==> src/nfas_pkg.sv <==
// ----------------------------------------------------------------------------
// nfas_pkg
// Types and constants of the noise floor auto squelch calibration block.
// ----------------------------------------------------------------------------
package nfas_pkg;

    // sweep store
    localparam int MAX_SAMPLES = 24;
    localparam int IDX_W       = $clog2(MAX_SAMPLES);
    localparam int CNT_W       = $clog2(MAX_SAMPLES + 1);

    // field widths
    localparam int SAMPLE_W = 8;
    localparam int MARGIN_W = 7;
    localparam int SQ_W     = 7;
    localparam int USED_W   = 5;
    localparam int STATUS_W = 2;
    localparam int SUM_W    = SAMPLE_W + 1;

    // calibration constants
    localparam logic [CNT_W-1:0]    MIN_SAMPLES  = CNT_W'(3);
    localparam logic [MARGIN_W-1:0] MARGIN_RESET = MARGIN_W'(6);
    localparam logic [SQ_W-1:0]     SQUELCH_MIN  = SQ_W'(1);
    localparam logic [SQ_W-1:0]     SQUELCH_MAX  = SQ_W'(100);

    // result status codes
    localparam logic [STATUS_W-1:0] STATUS_OK        = 2'd0;
    localparam logic [STATUS_W-1:0] STATUS_TOO_FEW   = 2'd1;
    localparam logic [STATUS_W-1:0] STATUS_NO_SIGNAL = 2'd2;

    // control state
    typedef enum logic [0:0] {
        ST_COLLECT,
        ST_CALC
    } nfas_state_t;

    // insertion request broadcast along the cell row
    typedef struct packed {
        logic                en;
        logic [SAMPLE_W-1:0] data;
    } nfas_ins_t;

endpackage

==> src/nfas_cell.sv <==
// ----------------------------------------------------------------------------
// nfas_cell
// One slot of the sorted sample row: keeps its value or takes the new item
// or its left neighbor's value so the row stays in ascending order.
// ----------------------------------------------------------------------------
module nfas_cell import nfas_pkg::*; (
    input  logic                aclk,
    input  nfas_ins_t           ins,       // insertion request
    input  logic                used,      // slot holds a sample of this sweep
    input  logic                left_lt,   // new item sorts before left slot
    input  logic [SAMPLE_W-1:0] left_val,  // left slot value
    output logic                lt,        // new item sorts before this slot
    output logic [SAMPLE_W-1:0] val        // slot value
);

    logic [SAMPLE_W-1:0] val_reg;
    logic [SAMPLE_W-1:0] val_next;

    // an empty slot sorts after everything
    assign lt  = !used || (ins.data < val_reg);
    assign val = val_reg;

    // shift right from the left neighbor or take the new item
    always_comb begin
        val_next = val_reg;
        if (ins.en && lt) begin
            if (left_lt) begin
                val_next = left_val;
            end else begin
                val_next = ins.data;
            end
        end
    end

    always_ff @(posedge aclk) begin
        val_reg <= val_next;
    end

endmodule

==> src/nfas_chain.sv <==
// ----------------------------------------------------------------------------
// nfas_chain
// Row of sort cells; each insertion moves larger values one slot right.
// ----------------------------------------------------------------------------
module nfas_chain import nfas_pkg::*; (
    input  logic                aclk,
    input  nfas_ins_t           ins,
    input  logic [CNT_W-1:0]    count,
    output logic [SAMPLE_W-1:0] vals [MAX_SAMPLES]
);

    logic lt_row [MAX_SAMPLES];

    // first cell has nothing to its left
    nfas_cell u_cell_0 (
        .aclk     (aclk),
        .ins      (ins),
        .used     (count != '0),
        .left_lt  (1'b0),
        .left_val ('0),
        .lt       (lt_row[0]),
        .val      (vals[0])
    );

    // remaining cells take from their left neighbor
    for (genvar i = 1; i < MAX_SAMPLES; i++) begin : g_cell
        nfas_cell u_cell (
            .aclk     (aclk),
            .ins      (ins),
            .used     (CNT_W'(i) < count),
            .left_lt  (lt_row[i-1]),
            .left_val (vals[i-1]),
            .lt       (lt_row[i]),
            .val      (vals[i])
        );
    end

endmodule

==> src/noise_floor_auto_squelch_unit.sv <==
// The item marked last moves the unit to the calculation state, which registers
// the result once the output register is free. Samples are taken one per cycle
// while collecting; s_tready is low throughout the calculation state.
// Each accepted sample that fits is sorted into the cell row in that cycle.
// Reset: synchronous active low; clears sample count, state, output valid
// and sets the margin to 6.
// ----------------------------------------------------------------------------
// noise_floor_auto_squelch_unit
// Collects a sweep of peak samples in a sorted cell row; after the last item
// it reports the median noise floor and squelch level, or a failure status.
// ----------------------------------------------------------------------------
module noise_floor_auto_squelch_unit import nfas_pkg::*; (
    input  logic                aclk,
    input  logic                aresetn,
    // configuration
    input  logic                cfg_wr_en,
    input  logic [MARGIN_W-1:0] cfg_wr_data,  // squelch_margin
    // sample input
    input  logic                s_tvalid,
    output logic                s_tready,
    input  logic [7:0]          s_tdata,      // [7:0] peak_sample
    input  logic                s_tlast,      // last_sample
    // calibration result
    output logic                m_tvalid,
    input  logic                m_tready,
    output logic [23:0]         m_tdata,      // [7:0] floor_level,
                                              // [14:8] squelch_level,
                                              // [19:15] samples_used, rest 0
    output logic [1:0]          m_tuser       // [1:0] calib_status
);

    nfas_state_t         state_reg, state_next;
    logic [CNT_W-1:0]    count_reg, count_next;
    logic                nz_reg, nz_next;
    logic [MARGIN_W-1:0] margin_reg;
    logic                out_valid_reg, out_valid_next;
    logic [STATUS_W-1:0] status_reg, status_next;
    logic [SAMPLE_W-1:0] floor_reg, floor_next;
    logic [SQ_W-1:0]     sq_reg, sq_next;
    logic [USED_W-1:0]   used_reg, used_next;

    nfas_ins_t           ins;
    logic [SAMPLE_W-1:0] vals [MAX_SAMPLES];
    logic                accept;
    logic [IDX_W-1:0]    med_idx;
    logic [SAMPLE_W-1:0] med_val;
    logic [SUM_W-1:0]    sum;

    assign s_tready = (state_reg == ST_COLLECT);
    assign accept   = s_tvalid && s_tready;

    // store only while there is room
    assign ins.en   = accept && (count_reg < CNT_W'(MAX_SAMPLES));
    assign ins.data = s_tdata;

    nfas_chain u_chain (
        .aclk  (aclk),
        .ins   (ins),
        .count (count_reg),
        .vals  (vals)
    );

    // median pick and margin add
    assign med_idx = IDX_W'(count_reg >> 1);
    assign med_val = vals[med_idx];
    assign sum     = SUM_W'(med_val) + SUM_W'(margin_reg);

    // sequencing and result formation
    always_comb begin
        state_next     = state_reg;
        count_next     = count_reg;
        nz_next        = nz_reg;
        out_valid_next = out_valid_reg;
        status_next    = status_reg;
        floor_next     = floor_reg;
        sq_next        = sq_reg;
        used_next      = used_reg;

        if (out_valid_reg && m_tready) begin
            out_valid_next = 1'b0;
        end

        unique case (state_reg)
            ST_COLLECT: begin
                if (ins.en) begin
                    count_next = count_reg + CNT_W'(1);
                    nz_next    = nz_reg || (s_tdata != '0);
                end
                if (accept && s_tlast) begin
                    state_next = ST_CALC;
                end
            end
            ST_CALC: begin
                if (!out_valid_reg || m_tready) begin
                    out_valid_next = 1'b1;
                    used_next      = USED_W'(count_reg);
                    floor_next     = '0;
                    sq_next        = '0;
                    if (count_reg < MIN_SAMPLES) begin
                        status_next = STATUS_TOO_FEW;
                    end else if (!nz_reg) begin
                        status_next = STATUS_NO_SIGNAL;
                    end else begin
                        status_next = STATUS_OK;
                        floor_next  = med_val;
                        if (sum == '0) begin
                            sq_next = SQUELCH_MIN;
                        end else if (sum > SUM_W'(SQUELCH_MAX)) begin
                            sq_next = SQUELCH_MAX;
                        end else begin
                            sq_next = SQ_W'(sum);
                        end
                    end
                    count_next = '0;
                    nz_next    = 1'b0;
                    state_next = ST_COLLECT;
                end
            end
            default: begin
                state_next = ST_COLLECT;
            end
        endcase
    end

    // control registers
    always_ff @(posedge aclk) begin
        if (!aresetn) begin
            state_reg     <= ST_COLLECT;
            count_reg     <= '0;
            nz_reg        <= 1'b0;
            out_valid_reg <= 1'b0;
        end else begin
            state_reg     <= state_next;
            count_reg     <= count_next;
            nz_reg        <= nz_next;
            out_valid_reg <= out_valid_next;
        end
    end

    // margin register
    always_ff @(posedge aclk) begin
        if (!aresetn) begin
            margin_reg <= MARGIN_RESET;
        end else if (cfg_wr_en) begin
            margin_reg <= cfg_wr_data;
        end
    end

    // result payload
    always_ff @(posedge aclk) begin
        status_reg <= status_next;
        floor_reg  <= floor_next;
        sq_reg     <= sq_next;
        used_reg   <= used_next;
    end

    assign m_tvalid = out_valid_reg;
    assign m_tuser  = status_reg;
    assign m_tdata  = {4'b0, used_reg, sq_reg, floor_reg};

endmodule

==> config.mk <==
export PLATFORM = sky130hd
export DESIGN_NAME = noise_floor_auto_squelch_unit
export DESIGN_NICKNAME = d
export VERILOG_FILES = /design/src/nfas_pkg.sv /design/src/nfas_cell.sv /design/src/nfas_chain.sv /design/src/noise_floor_auto_squelch_unit.sv
export SDC_FILE = /design/constraint.sdc
export NUM_CORES = 1
export LEC_CHECK = 0
export BUFFER_PORTS_ARGS = -buffer_cell sky130_fd_sc_hd__buf_4
export CORE_MARGIN = 2
export CORE_UTILIZATION = 55
export DETAILED_ROUTE_END_ITERATION = 7
export GPL_TIMING_DRIVEN = 0
export PLACE_DENSITY_LB_ADDON = 0.1
export SLEW_MARGIN = 20
export SYNTH_ARGS = -nofsm -noshare
export SYNTH_HDL_FRONTEND = slang
export SYNTH_HIERARCHICAL = 1
export SYNTH_SLANG_ARGS = --single-unit
==> constraint.sdc <==
create_clock -name aclk -period 5.8 [get_ports aclk]
set_input_delay 0.58 -clock aclk [delete_from_list [all_inputs] [get_ports aclk]]
set_output_delay 0.58 -clock aclk [all_outputs]
set_load 0.02 [all_outputs]
==> summary.md <==
| Metric | Value |
|---|---|
| Result of the run | `finished clean` |
| Max-capacitance violation count | `0` |
| Total wirelength of the detailed-routed design | `between 30000 and 40000 um` |
| Setup_tns | `0 ns` |
| Max_slew headroom | `0.3199` |
| Htree depth | `4` |
| Number of vias per cell | `6.140` |
| Placeable core region | `20960 um^2` |
| Critical Path End Type | `flop` |
| Layout cells sized above 1 | `0.2916` |
| Boundary pin count | `49` |
| Post-CTS repair timing setup buffer count | `0` |
| Area added between synthesis and finish | `11.27%` |
| Synthesis Warnings | `6` |
| Power density over the cells | `roughly 250 nW/um^2` |
| Post-Route Skew | `0.01365 ns` |
| WS Path Type | `reg -> reg` |
| Count of placed standard cells in the final layout, fillers left out | `roughly 1400` |
| Floorplan die width | `approximately 150 um` |
| Arr. time, crit path | `between 4 and 5 ns` |
| Max Clock Freq | `between 200 and 250 MHz` |
| Aggregate global routing overflow | `0` |
| Final routed wire length divided by cell count | `22.43 um` |
| Period Utilization, post-route | `0.7421` |
| Shortest clock period the worst path allows after layout | `roughly 4.3 ns` |
| Nets | `roughly 1200` |
| Hold WS | `between 0.3 and 0.4 ns` |
| Wire length of the first global-routing pass | `between 40000 and 50000 um` |
| Number of antenna cells inserted | `0` |
| Clock slew seen by the registers of the worst setup and hold paths | `roughly 0.060 ns` |
| Number of fill cells in the layout | `between 1500 and 2000` |
| Static Leakage | `~5.4 nW` |
| Clock latency at the later pin of the worst-skew pair | `about 0.43 ns` |
| Root Buffer Master | `sky130_fd_sc_hd__clkbuf_16` |
| Hold_buf cts | `0` |
| Least-Margin Pin Slew | `slightly above 1 ns` |
| CP max FO | `10` |
| Number of standard-cell rows in the floorplan | `53` |
| Max FFs per register | `between 100 and 150` |
| DRC violation total after the first TritonRoute iteration | `about 660` |
| Placed Cells | `around 1300` |
| Vertical die dimension | `between 100 and 150 um` |
| Number of instances on the worst hold path | `3` |
| Detailed placement HPWL | `about 21000 um` |
| Worst reg2reg path depth | `13` |
| Number of antenna violations at the first check in global routing | `0` |
| Resized cells post-CTS | `0` |
| Number of buffers created by CTS | `17` |
| CTS tree | `done` |
| RePlAce Congestion | `0.8829` |
| Number of buffers on the longest clock path | `2` |
| Vias after detailed routing | `8301` |
| Final max-slew violation count | `0` |
| Setup crit start kind | `flop` |
| Pin count of the biggest net entering global routing | `34` |
| Required time at the endpoint of the critical path | `between 6 and 7 ns` |
| Largest voltage drop on the vdd net | `around 0.19 mV` |
| Setup repair after global routing missed its margin | `no` |
| Hold Fails Final Rpt | `0` |
| Die area | `22410 um^2` |
| Sequential cell area | `between 4000 and 5000 um^2` |
| Count of nets left with antenna violations after detail routing | `0` |
| Post-synthesis area per instance | `~12 um^2` |
| Power after layout | `3.280 mW` |
| Aggregate global-route resource usage | `0.2808` |
| Number of sinks on the clock net | `approximately 170` |
| Setup violations, final | `0` |
| IO Port Bufs | `between 40 and 50` |
| Type of the most critical hold path | `in -> reg` |
| Gate Count Post-Synth | `slightly below 1000` |
| Area occupied by multi-input gates | `a little over 6000 um^2` |
| Residual DRC | `0` |
| First-pass DRT Iterations | `5` |
| End-of-flow core utilization | `0.6200` |
| Via count of the first global-routing pass | `roughly 7900` |
| Cell area after synthesis | `~12000 um^2` |
| Initial core utilization | `0.5572` |
## layout make-up
class	instances	share of cell area
repair buffers	43	0.02485
well taps	275	0.02648
flip-flops and latches	165	0.3698
inverters	153	0.04420
clock inverters	12	0.01156
clock buffers	20	0.03515
multi-input cells	645	0.4712
plain buffers	39	0.01676
## metal layers
layer,up-vias,track usage,wire (um)
met5,-,0,0
met4,0,0.09340,686
met3,55,0.04573,2069
met2,311,0.4294,13780
met1,4087,0.4092,13780
li1,3848,-,-
## per-stage QoR
stage / cell area [um^2] / worst slack (ns)
2_1_floorplan: 11720 / 2.261
3_3_place_gp: 12380 / 1.557
3_5_place_dp: 12390 / 1.567
4_1_cts: 12990 / 1.549
5_1_grt: 12990 / 1.270
6_report: 12990 / 1.496
## placed cells by master, fill, tap and decap left out, types with 20 or more instances in the layout
cell type and n:
sky130_fd_sc_hd__buf_4 52, sky130_fd_sc_hd__ha_1 120, sky130_fd_sc_hd__nand3_1 24, sky130_fd_sc_hd__mux2_2 137, sky130_fd_sc_hd__inv_1 153, sky130_fd_sc_hd__nor2_1 50, sky130_fd_sc_hd__nand2_1 20, sky130_fd_sc_hd__buf_2 24
sky130_fd_sc_hd__mux4_2 29, sky130_fd_sc_hd__o21ai_0 26, sky130_fd_sc_hd__edfxtp_1 150, sky130_fd_sc_hd__o21ai_1 32, sky130_fd_sc_hd__a21oi_1 28
## path summary, 6_finish.rpt
path	from	end	slack, ns
max	count_reg[1]	sq_reg[2]	1.50
min	cfg_wr_data[2]	margin_reg[2]	0.38
max reg2reg	count_reg[1]	sq_reg[2]	1.50
min reg2reg	state_reg	state_reg	0.50
## critical path, stage by stage (launching register included)
cell and delay [ns]:
sky130_fd_sc_hd__dfxtp_1 0.41, sky130_fd_sc_hd__buf_4 0.20, sky130_fd_sc_hd__buf_2 0.38, sky130_fd_sc_hd__mux4_2 0.59, sky130_fd_sc_hd__mux2_2 0.30, sky130_fd_sc_hd__a21oi_1 0.42, sky130_fd_sc_hd__inv_1 0.09, sky130_fd_sc_hd__ha_1 0.28
sky130_fd_sc_hd__a21oi_1 0.24, sky130_fd_sc_hd__o211ai_2 0.15, sky130_fd_sc_hd__xnor2_1 0.21, sky130_fd_sc_hd__nor3_2 0.39, sky130_fd_sc_hd__a21boi_0 0.20, sky130_fd_sc_hd__a211oi_2 0.26
## where the power goes
part | internal, mW | leakage (nW) | switching [mW] | total, mW
clock | 0.700 | 0.294 | 0.479 | 1.18
combinational | 0.259 | 3.51 | 0.348 | 0.607
sequential | 1.41 | 1.57 | 0.0879 | 1.49
total | 2.37 | 5.38 | 0.915 | 3.28
No activity file was read; power rests on OpenSTA's default activity.
